### config.mk
export PLATFORM = sky130hd
export DESIGN_NAME = marked_run_length_encoder
export DESIGN_NICKNAME = d
export VERILOG_FILES = /design/src/rtl/mrle_pkg.sv /design/src/rtl/mrle_front.sv /design/src/rtl/mrle_queue.sv /design/src/rtl/mrle_back.sv /design/src/rtl/marked_run_length_encoder.sv
export SDC_FILE = /design/constraint.sdc
export NUM_CORES = 1
export LEC_CHECK = 0
export BUFFER_PORTS_ARGS = -buffer_cell sky130_fd_sc_hd__buf_2
export CAP_MARGIN = 20
export CORE_MARGIN = 1
export CORE_UTILIZATION = 40
export CTS_CLUSTER_DIAMETER = 200
export CTS_CLUSTER_SIZE = 16
export DETAILED_ROUTE_END_ITERATION = 8
export GPL_TIMING_DRIVEN = 0
export PLACE_DENSITY = 0.53
export SYNTH_ARGS = -nofsm -noshare
export SYNTH_HDL_FRONTEND = slang
export SYNTH_SLANG_ARGS = --single-unit
### constraint.sdc
create_clock -name clk -period 3.6 [get_ports clk]
set_input_delay 0.18 -clock clk [delete_from_list [all_inputs] [get_ports clk]]
set_output_delay 0.18 -clock clk [all_outputs]
set_load 0.02 [all_outputs]
### src/rtl/mrle_pkg.sv
// Shared types and constants of the marked run-length encoder.
package mrle_pkg;

	localparam int unsigned CFG_IDX_W = 2;

	localparam logic [CFG_IDX_W-1:0] CFG_MARK    = 2'd0;
	localparam logic [CFG_IDX_W-1:0] CFG_MAX_RUN = 2'd1;

	localparam logic [7:0] MARK_RESET     = 8'd42;
	localparam logic [7:0] MAX_RUN_RESET  = 8'd207;
	localparam logic [7:0] RUN_LIMIT_CAP  = 8'd207;
	localparam logic [7:0] RUN_DIGIT_BASE = 8'd48;

	// One flush command: run A (length 1 is a literal), then an optional literal B.
	typedef struct packed {
		logic [7:0] a_len;
		logic [7:0] a_byte;
		logic       b_valid;
		logic [7:0] b_byte;
		logic       eos;
	} mrle_cmd_t;

endpackage

### src/rtl/mrle_front.sv
// Front end: accepts input beats, tracks the pending run, issues flush commands.
module mrle_front (
	input  logic                clk,
	input  logic                arst_n,
	input  logic                in_valid,
	output logic                in_ready,
	input  logic [7:0]          data_byte,
	input  logic                end_of_stream,
	input  logic [7:0]          max_run,
	output logic                push,
	output mrle_pkg::mrle_cmd_t push_cmd,
	input  logic                q_full
);
	import mrle_pkg::*;

	logic [7:0] held_q;
	logic [7:0] len_q;
	logic [7:0] limit;
	logic       accept;
	logic       cont;
	logic       brk;
	logic [7:0] new_len;

	assign limit    = (max_run > RUN_LIMIT_CAP) ? RUN_LIMIT_CAP : max_run;
	assign in_ready = !q_full;
	assign accept   = in_valid && in_ready;

	assign cont    = (len_q != 8'd0) && (data_byte == held_q) && (len_q < limit);
	assign brk     = !cont && (len_q != 8'd0);
	assign new_len = cont ? len_q + 8'd1 : 8'd1;

	assign push = accept && (brk || end_of_stream);

	always_comb begin
		push_cmd.eos    = end_of_stream;
		push_cmd.b_byte = data_byte;
		if (brk) begin
			push_cmd.a_len   = len_q;
			push_cmd.a_byte  = held_q;
			push_cmd.b_valid = end_of_stream;
		end else begin
			push_cmd.a_len   = new_len;
			push_cmd.a_byte  = data_byte;
			push_cmd.b_valid = 1'b0;
		end
	end

	always_ff @(posedge clk or negedge arst_n) begin
		if (!arst_n) begin
			held_q <= 8'd0;
			len_q  <= 8'd0;
		end else if (accept) begin
			held_q <= data_byte;
			len_q  <= end_of_stream ? 8'd0 : new_len;
		end
	end

endmodule

### src/rtl/mrle_queue.sv
// Command queue between front and back; DEPTH must be a power of two.
module mrle_queue #(
	parameter int unsigned DEPTH = 4
) (
	input  logic                clk,
	input  logic                arst_n,
	input  logic                push,
	input  mrle_pkg::mrle_cmd_t push_cmd,
	output logic                full,
	input  logic                pop,
	output logic                head_valid,
	output mrle_pkg::mrle_cmd_t head_cmd
);
	import mrle_pkg::*;

	localparam int unsigned PW = $clog2(DEPTH);
	localparam int unsigned CW = $clog2(DEPTH + 1);

	mrle_cmd_t       mem_q [DEPTH];
	logic [PW-1:0]   wr_ptr_q;
	logic [PW-1:0]   rd_ptr_q;
	logic [CW-1:0]   count_q;
	logic            do_pop;

	assign full       = (count_q == CW'(DEPTH));
	assign head_valid = (count_q != '0);
	assign head_cmd   = mem_q[rd_ptr_q];
	assign do_pop     = pop && head_valid;

	always_ff @(posedge clk) begin
		if (push) begin
			mem_q[wr_ptr_q] <= push_cmd;
		end
	end

	always_ff @(posedge clk or negedge arst_n) begin
		if (!arst_n) begin
			wr_ptr_q <= '0;
			rd_ptr_q <= '0;
			count_q  <= '0;
		end else begin
			if (push) begin
				wr_ptr_q <= wr_ptr_q + PW'(1);
			end
			if (do_pop) begin
				rd_ptr_q <= rd_ptr_q + PW'(1);
			end
			if (push && !do_pop) begin
				count_q <= count_q + CW'(1);
			end else if (do_pop && !push) begin
				count_q <= count_q - CW'(1);
			end
		end
	end

`ifndef SYNTHESIS
	a_no_overflow: assert property (@(posedge clk) disable iff (!arst_n)
		full |-> !push)
		else $error("push into full queue");
	a_count_range: assert property (@(posedge clk) disable iff (!arst_n)
		count_q <= CW'(DEPTH))
		else $error("queue count out of range");
	a_count_step: assert property (@(posedge clk) disable iff (!arst_n)
		(push && !do_pop) |=> count_q == $past(count_q) + CW'(1))
		else $error("queue count did not follow push");
`endif

endmodule

### src/rtl/mrle_back.sv
// Back end: expands flush commands into code bytes behind an output register.
module mrle_back (
	input  logic                clk,
	input  logic                arst_n,
	input  logic [7:0]          mark_byte,
	input  logic                head_valid,
	input  mrle_pkg::mrle_cmd_t head_cmd,
	output logic                pop,
	output logic                out_valid,
	input  logic                out_ready,
	output logic [7:0]          code_byte,
	output logic                last_of_burst,
	output logic                stream_done
);
	import mrle_pkg::*;

	typedef enum logic [3:0] {
		PH_MARK  = 4'b0001,
		PH_COUNT = 4'b0010,
		PH_VALUE = 4'b0100,
		PH_LIT_B = 4'b1000
	} ph_t;

	mrle_cmd_t  wk_q;
	logic       wk_valid_q;
	ph_t        ph_q;
	ph_t        ph_next;
	logic       adv;
	logic       last;
	logic [7:0] sel_byte;
	logic       out_valid_q;
	logic [7:0] code_q;
	logic       last_q;
	logic       done_q;

	assign adv  = wk_valid_q && (!out_valid_q || out_ready);
	assign last = ((ph_q == PH_VALUE) && !wk_q.b_valid) || (ph_q == PH_LIT_B);
	assign pop  = head_valid && (!wk_valid_q || (adv && last));

	always_comb begin
		case (ph_q)
			PH_MARK: begin
				sel_byte = mark_byte;
				ph_next  = PH_COUNT;
			end
			PH_COUNT: begin
				sel_byte = wk_q.a_len + RUN_DIGIT_BASE;
				ph_next  = PH_VALUE;
			end
			PH_VALUE: begin
				sel_byte = wk_q.a_byte;
				ph_next  = PH_LIT_B;
			end
			PH_LIT_B: begin
				sel_byte = wk_q.b_byte;
				ph_next  = PH_MARK;
			end
			default: begin
				sel_byte = wk_q.a_byte;
				ph_next  = PH_MARK;
			end
		endcase
	end

	always_ff @(posedge clk) begin
		if (pop) begin
			wk_q <= head_cmd;
		end
		if (adv) begin
			code_q <= sel_byte;
			last_q <= last;
			done_q <= last && wk_q.eos;
		end
	end

	always_ff @(posedge clk or negedge arst_n) begin
		if (!arst_n) begin
			wk_valid_q  <= 1'b0;
			ph_q        <= PH_MARK;
			out_valid_q <= 1'b0;
		end else begin
			if (pop) begin
				wk_valid_q <= 1'b1;
				ph_q       <= (head_cmd.a_len == 8'd1) ? PH_VALUE : PH_MARK;
			end else if (adv && last) begin
				wk_valid_q <= 1'b0;
			end else if (adv) begin
				ph_q <= ph_next;
			end
			if (adv) begin
				out_valid_q <= 1'b1;
			end else if (out_ready) begin
				out_valid_q <= 1'b0;
			end
		end
	end

	assign out_valid     = out_valid_q;
	assign code_byte     = code_q;
	assign last_of_burst = last_q;
	assign stream_done   = done_q;

`ifndef SYNTHESIS
	a_done_is_last: assert property (@(posedge clk) disable iff (!arst_n)
		(out_valid && stream_done) |-> last_of_burst)
		else $error("stream_done without last_of_burst");
	a_count_is_run: assert property (@(posedge clk) disable iff (!arst_n)
		(wk_valid_q && ph_q == PH_COUNT) |-> wk_q.a_len >= 8'd2)
		else $error("count digit for a single byte");
	a_lit_b_valid: assert property (@(posedge clk) disable iff (!arst_n)
		(wk_valid_q && ph_q == PH_LIT_B) |-> wk_q.b_valid)
		else $error("trailing literal phase without literal");
`endif

endmodule

### src/rtl/marked_run_length_encoder.sv
// Path: a code's first byte passes the command queue, work register and output register.
// Throughput: one input beat per cycle while the command queue has room; the back end
// emits one code byte per cycle while out_ready holds, so a flush of up to four bytes (code plus literal)
// sets the sustained rate on run-heavy input; beats that only extend a run cost nothing.
// Reset: arst_n clears the pending run, the queue and the output register at once;
// mark_byte returns to 42 and max_run to 207.
module marked_run_length_encoder #(
	parameter int unsigned QUEUE_DEPTH = 4
) (
	input  logic                           clk,
	input  logic                           arst_n,
	input  logic                           cfg_we,
	input  logic [mrle_pkg::CFG_IDX_W-1:0] cfg_index,
	input  logic [7:0]                     cfg_wdata,
	input  logic                           in_valid,
	output logic                           in_ready,
	input  logic [7:0]                     data_byte,
	input  logic                           end_of_stream,
	output logic                           out_valid,
	input  logic                           out_ready,
	output logic [7:0]                     code_byte,
	output logic                           last_of_burst,
	output logic                           stream_done
);
	import mrle_pkg::*;

	// configuration registers; writes beyond the list are dropped
	logic [7:0] mark_q;
	logic [7:0] max_run_q;

	// front to queue
	logic      push;
	mrle_cmd_t push_cmd;
	logic      q_full;

	// queue to back
	logic      head_valid;
	mrle_cmd_t head_cmd;
	logic      pop;

	always_ff @(posedge clk or negedge arst_n) begin
		if (!arst_n) begin
			mark_q    <= MARK_RESET;
			max_run_q <= MAX_RUN_RESET;
		end else if (cfg_we) begin
			case (cfg_index)
				CFG_MARK:    mark_q    <= cfg_wdata;
				CFG_MAX_RUN: max_run_q <= cfg_wdata;
				default: begin
				end
			endcase
		end
	end

	// front: run tracking, one beat per cycle, stalls only when the queue is full
	mrle_front u_front (
		.clk           (clk),
		.arst_n        (arst_n),
		.in_valid      (in_valid),
		.in_ready      (in_ready),
		.data_byte     (data_byte),
		.end_of_stream (end_of_stream),
		.max_run       (max_run_q),
		.push          (push),
		.push_cmd      (push_cmd),
		.q_full        (q_full)
	);

	// short command queue decouples input stalls from output stalls
	mrle_queue #(
		.DEPTH (QUEUE_DEPTH)
	) u_queue (
		.clk        (clk),
		.arst_n     (arst_n),
		.push       (push),
		.push_cmd   (push_cmd),
		.full       (q_full),
		.pop        (pop),
		.head_valid (head_valid),
		.head_cmd   (head_cmd)
	);

	// back: mark / count digit / value sequencer plus trailing literal
	mrle_back u_back (
		.clk           (clk),
		.arst_n        (arst_n),
		.mark_byte     (mark_q),
		.head_valid    (head_valid),
		.head_cmd      (head_cmd),
		.pop           (pop),
		.out_valid     (out_valid),
		.out_ready     (out_ready),
		.code_byte     (code_byte),
		.last_of_burst (last_of_burst),
		.stream_done   (stream_done)
	);

endmodule
==> results of run 1 <==
power groups by stage:
stage | clock network (W) | logic [W] | registers, W
2_1_floorplan | 0 | 0.00113 | 0.00303
3_3_place_gp | 0 | 0.00164 | 0.00301
3_5_place_dp | 0 | 0.00168 | 0.00302
4_1_cts | 0.00181 | 0.00169 | 0.00298
5_1_grt | 0.00188 | 0.00186 | 0.00302
6_report | 0.00176 | 0.00169 | 0.00298
registers in the layout, indices dropped and copies added (netlist names), 4 cells and up:
name              flops
u_back.ph_q           4
u_front.len_q         8
max_run_q             8
mark_q                8
u_back.code_byte      8
u_front.held_q        8
u_back.wk_q          26
u_queue.mem_q       104
per-stage QoR:
stage	power (W)	TNS (ps)	hold WS (ps)	setup WS, ps
final	0.006429	0	19.68	219.5
after global routing	0.006754	0	7.205	22.94
after CTS	0.006484	0	0.9345	65.65
after detailed placement	0.004703	-3307	440.3	-308.4
after global placement	0.004650	-36380	426.7	-362.0
after floorplan	0.004160	0	-115.6	572.7
worst paths after layout:
check | startpoint | to | slack, ps | depth (start not counted)
max | max_run_q[7] | u_queue.count_q[1] | 220 | 13
min | cfg_wdata[7] | mark_q[7] | 20 | 2
max reg2reg | max_run_q[7] | u_queue.count_q[1] | 220 | 13
min reg2reg | u_queue.count_q[2] | u_queue.count_q[2] | 500 | 1
max in group asynchronous | arst_n | max_run_q[3] | 2760 | 3
min in group asynchronous | arst_n | mark_q[7] | 250 | 2
cell families (layout without fill, tap and decap cells):
group	Yosys count	after routing	synth area share (%)
adders and majority gates	16	16	2.664
muxes	46	46	10.38
buffers and inverters	35	108	1.894
xor gates and xnor gates	23	23	2.584
DFF	185	185	68.53
and+or+nand+nor	142	142	8.538
AOI/OAI and AO/OA	57	57	5.409
worst register-to-register path: stages, from the launching register on:
cell	delay (ps)
dfstp_2	580
nand2_1	80
nand2_1	80
ha_1	230
and4_1	220
a2111oi_4	420
and3_1	250
buf_2	160
a21o_1	170
a21oi_4	110
ha_2	220
inv_1	60
fa_1	410
mux2_2	280
cells in the mapped netlist, types with 2 or more instances:
master      n
a221o_1     7
inv_1      17
nor3_1      4
nand3_1     8
nand3b_1    2
buf_2       6
nor2_1     31
xnor2_1     6
xor2_1     17
dfstp_2    10
a21o_1      6
o21ai_0    12
a22oi_1     7
o22ai_1     2
nand2b_1    3
a21oi_1    10
ha_1       15
a32o_1      3
nor4_1      5
nor2b_1     4
nand2_1    63
edfxtp_1  140
mux2_2     18
clkbuf_1    9
dfrtp_1    35
or2_2       2
mux4_2     26
and3_1      5
and2_1      6
layout make-up:
cell class | instances | area, um^2 | area share (%)
flip-flops and latches | 185 | 5343 | 59.51
inverters | 18 | 68.82 | 0.7666
clock inverters | 12 | 116.4 | 1.296
clock buffers | 20 | 446.7 | 4.976
well taps | 260 | 325.3 | 3.624
repair buffers | 41 | 240.2 | 2.676
plain buffers | 17 | 78.83 | 0.8780
multi-input cells | 284 | 2359 | 26.27
routing by layer:
layer / GRT usage, % / part of all wire, % / up-vias
met4: 5.716 / 1.6 / 0
met5: 0 / 0 / -
met3: 3.780 / 4.4 / 17
met2: 28.10 / 50 / 106
li1: - / - / 2013
met1: 21.24 / 44 / 2173
what timing repair did:
action                                  4_1_cts  5_1_grt
endpoints found under the setup margin      106       31
gates resized for setup                       2        5
pin swaps                                     0        1
buffers inserted                              0        2
hold endpoints to repair                      3       14
cloned                                        0        0
hold buffers                                  2        1
==> results.md, run 1 <==
- Ys Warns: 0
- Sequential-to-total area share from yosys stat: 68.53%
- Num rows: 50
- Clock root cell: clkbuf_16
- Detailed Place HPWL: 10390 um
- Post-Syn Area: 0.007796 mm^2
- Starting Density: 41.26%
- Net Sw Frac: 30.11%
- Share of the synthesized area in the top cell type: 53.92%
- Max Freq: 295.8 MHz
- Buf/Inv on CP: 2
- Startpoint Class: flip-flop
- Leading cell type in the layout, fill and taps excluded: edfxtp_1
- FILL cells: 1696
- Area grow syn2layout: 15.15%
- Finished Core Util: 47.52%
- Tmin final: 3381 ps
- Final period util: 93.90%
- Antenna Cells: 0
- Max-cap check violation count: 0
- Clk_lat worst skew: 420 ps
- Synth top area cells: edfxtp_1 (54%), dfrtp_1 (11%), mux4_2 (7.5%)
- P_sw: 0.001936 W
- IO Port Bufs: 35
- Vias in the first global route: 4460
- Final Cell Area: 0.008977 mm^2
- DRT iter0 DRCs: 321
- EDFF count, synth: 140
- Placed standard-cell area: 0.008302 mm^2
- Top delay family on crit path: adder cells
- Syn Inst Count: 504
- Synth area leader: edfxtp_1
- CP max FO: 5
- Final Hold Viols: 0
- Crit-path max cell delay: 580 ps
- Core area: 0.01889 mm^2
- Top Ports: 36
- Clock slew at reported path FFs: 70 ps
- DRT antenna net count: 0
- Die area: 0.02005 mm^2
- Measured slew at the worst slew-check pin: 843.3 ps
- Post-Syn Area per Cell: 15.47 um^2
- Chip width: 141.6 um
- Fin. max-slew vios: 0
- Worst EP arrival: 3690 ps
- Status: complete, no violations
- Clock buffer depth: 2
- Pin count of the biggest net entering global routing: 46
- Iteration count of the initial detailed-routing pass: 4
- Top cell by count, worst path: nand2_1
- Pwr/cell area: 716.2 mW/mm^2
- Worst Path Required: 3910 ps
- TritonCTS buffer count: 17
- Leak pwr: 3.386 nW
- Worst Setup Path Type: flip-flop to flip-flop
- Initial antenna violation count: 0
- Ys async rst share: 24.32%
- CP endpoint kind: flip-flop
- Gr usage total: 16.67%
- CP cell instances: nand2_1, nand2_1, ha_1, and4_1, a2111oi_4, and3_1, buf_2, a21o_1, a21oi_4, ha_2, inv_1, fa_1, mux2_2
- Unique masters post-synth: 54
- Max Clock Skew: 9.197 ps
- HP Class: primary input to flip-flop
- Synthesized flop and latch total: 185
- Nets: 604
- Placer Congestion: 0.8152
- CTS H-tree lvls: 4
- CTS tree: yes
- DRC viols: 0
- Slew headroom: 43.78%
- Reg power frac: 46.3%
- First-pass GRT wire length: 24270 um
- WL per Instance: 18.22 um
- Clock share of power: 27.4%
- Fraction of layout cells with a size suffix above 1: 25.13%
- RSZ-0062 raised after global routing: false
- Total number of vias: 4309
- Pint: 0.004493 W
- Most frequent cells in the layout: edfxtp_1 (140), nand2_1 (63), buf_2 (41), dfrtp_1 (35), nor2_1 (31)
- Syn Nets: 544
- Main synth FF type: edfxtp_1
- Gr ovfl total: 0
- Slowest-stage cell, CP: dfstp_2
- Comb power frac: 26.2%
- Dpl cells: 799
- Clk sink count: 185
- Die H: 141.6 um
- Count of final setup violators: 0
- DRT Wirelength: 15250 um
- Peak VDD IR: 311.5 uV
- Non-Filler Instances: 837
- Vias per cell: 5.148
(Power assumes the default switching activity.)
==> inputs of run 2 (changes only) <==
- ABC_CLOCK_PERIOD_IN_PS: not set -> 3600
- CELL_PAD_IN_SITES_DETAIL_PLACEMENT: not set -> 1
- CELL_PAD_IN_SITES_GLOBAL_PLACEMENT: not set -> 2
- PLACE_DENSITY: 0.53 -> 0.68
- REMOVE_ABC_BUFFERS: not set -> 1
==> run 2 against run 1 <==
Sequential share of layout area is 0.69 points lower. Critical path depth is 1 higher. Clock power grew 12%. Global-route usage up 2.5 points. Count of clock-buffer cells in the layout fell by 3. Critical endpoint is now u_queue.count_q[2]. Largest cell class unchanged. Highest routed layer unchanged.
==> results.md, run 2 (synthesis results as in run 1) <==
- Gr usage total: 19.22%
- Status: complete, no violations
- Startpoint Class: flip-flop
- Slew headroom: 26.64%
- Clk sink count: 185
- Count of final setup violators: 0
- TritonCTS buffer count: 17
- Reg2reg start: max_run_q[7]
- Worst Path Required: 3950 ps
- HP Class: primary input to flip-flop
- DRT antenna net count: 0
- Biggest register: u_queue.mem_q
- CTS H-tree lvls: 4
- Worst hold slack: 30.43 ps
- CP endpoint: u_queue.count_q[2]
- CP max FO: 5
- Most frequent cells in the layout: edfxtp_1 (140), nand2_1 (63), buf_2 (35), dfrtp_1 (34), nor2_1 (31)
- Max-cap check violation count: 0
- Clock buffer depth: 2
- DRT iter0 DRCs: 236
- Max Clock Skew: 13.64 ps
- R2R Path End: u_queue.count_q[2]
- Gr ovfl total: 0
- Starting Density: 41.26%
- Max Freq: 288.3 MHz
- Iteration count of the initial detailed-routing pass: 5
- Clock root cell: clkbuf_16
- Chip width: 141.6 um
- Antenna Cells: 0
- Vias in the first global route: 4767
- Fraction of layout cells with a size suffix above 1: 25.57%
- P_sw: 0.002017 W
- Pwr/cell area: 739.8 mW/mm^2
- FF-to-FF setup slack: 130 ps
- Tmin final: 3468 ps
- Area grow syn2layout: 16.53%
- FILL cells: 1879
- GRT busiest layer: met2
- Peak VDD IR: 361.1 uV
- Die H: 141.6 um
- CP cell instances: o211a_1, nor2_1, ha_1, nand2_1, nor4b_2, o311ai_2, a21o_4, a21oi_4, ha_2, inv_1, fa_1, xor2_1, nor2_1, xor2_1
- CTS tree: yes
- Nets: 598
- Final Hold Viols: 0
- WL per Instance: 21.14 um
- Clk_lat worst skew: 430 ps
- Top Ports: 36
- Largest register FFs: 104
- Comb power frac: 24.5%
- Num rows: 50
- Worst EP arrival: 3820 ps
- Area of the multi-input gates: 0.002333 mm^2
- Met2 usage: 31.86%
- GR Util met1: 25.19%
- IO Port Bufs: 35
- CP endpoint kind: flip-flop
- RSZ-0062 raised after global routing: true
- Leading cell type in the layout, fill and taps excluded: edfxtp_1
- TNS Setup: 0 ps
- Fin. max-slew vios: 0
- Final period util: 96.34%
- Met3 GRT Util: 4.387%
- Net Sw Frac: 30.00%
- Clock share of power: 29.5%
- Die area: 0.02005 mm^2
- Slowest-stage cell, CP: dfstp_2
- Largest registers: u_queue.mem_q (104), u_back.wk_q (26)
- Pint: 0.004705 W
- DRT Wirelength: 17570 um
- Total number of vias: 4310
- Measured slew at the worst slew-check pin: 1100 ps
- Initial antenna violation count: 1
- Clock slew at reported path FFs: 70 ps
- FF+latch area: 0.005344 mm^2
- Placer Congestion: 0.7789
- Leak pwr: 3.431 nW
- Crit. Startpoint: max_run_q[7]
- Reg power frac: 46.0%
- DRC viols: 0
- Pin count of the biggest net entering global routing: 31
- Detailed Place HPWL: 11680 um
- Worst reg2reg path depth: 14
- Core area: 0.01889 mm^2
- Worst Setup Path Type: flip-flop to flip-flop
- Vias per cell: 5.187
- First-pass GRT wire length: 27860 um
- Crit-path max cell delay: 580 ps
-- run 2: repair_timing --
item / in CTS / in global routing
endpoints found under the hold margin: 34 / 0
pin swaps: 1 / 1
resized for setup: 5 / 5
hold buffers: 10 / 0
buffers inserted: 2 / 1
setup endpoints to repair: 108 / 6
-- run 2: cell type report --
cell class | instances | share of cell area (%)
repair buffers | 52 | 4.242
inverters | 18 | 0.7575
multi-input cells | 284 | 25.69
clock inverters | 15 | 2.231
clock buffers | 17 | 4.683
flip-flops and latches | 185 | 58.82
well taps | 260 | 3.581
-- run 2: per-stage QoR --
stage	instances	setup WS (ps)	area, um^2	power (W)	util (%)
2_1_floorplan	487	466.3	7717	0.004118	-
3_3_place_gp	782	-953.1	8218	0.004638	43.50
3_5_place_dp	786	-763.2	8299	0.004773	43.93
4_1_cts	830	90.85	9057	0.006795	47.94
5_1_grt	831	-56.66	9085	0.007055	48.09
6_report	831	131.7	9085	0.006721	48.09
-- run 2: per-layer routing --
metal	share of wire (%)	vias up
met1	46	2232
met5	0	-
met2	50	72
li1	-	1995
met4	1.3	0
met3	2.8	11
-- run 2: critical path, delay by kind of cell, from the launching register on --
| kind | cells | cell delay [ps] |
|---|---|---|
| AO/OA/AOI/OAI | 4 | 960 |
| XOR/XNOR | 2 | 330 |
| adder cells (fa/ha/maj) | 3 | 930 |
| buffers and inverters | 1 | 60 |
| flip-flops | 1 | 580 |
| AND/OR/NAND/NOR | 4 | 530 |
-- run 2: power groups by stage --
stage	logic, W	clock network, W	registers, W
floorplan	0.000972	0	0.00315
global placement	0.00143	0	0.00321
detailed placement	0.00163	0	0.00315
CTS	0.00166	0.00203	0.00310
global route	0.00181	0.00211	0.00314
finish	0.00165	0.00198	0.00309
-- run 2: how the worst min path moves through the flow --
stage	slack, ps	from	cells after the start	endpoint
4_1_cts	3	data_byte[2]	1	u_queue.mem_q[1][3]
5_1_grt	10	data_byte[2]	1	u_queue.mem_q[2][3]
6_report	30	data_byte[6]	1	u_queue.mem_q[3][7]
3_3_place_gp	430	cfg_wdata[7]	2	max_run_q[7]
2_1_floorplan	-120	arst_n	0	mark_q[0]
3_5_place_dp	210	arst_n	1	mark_q[7]
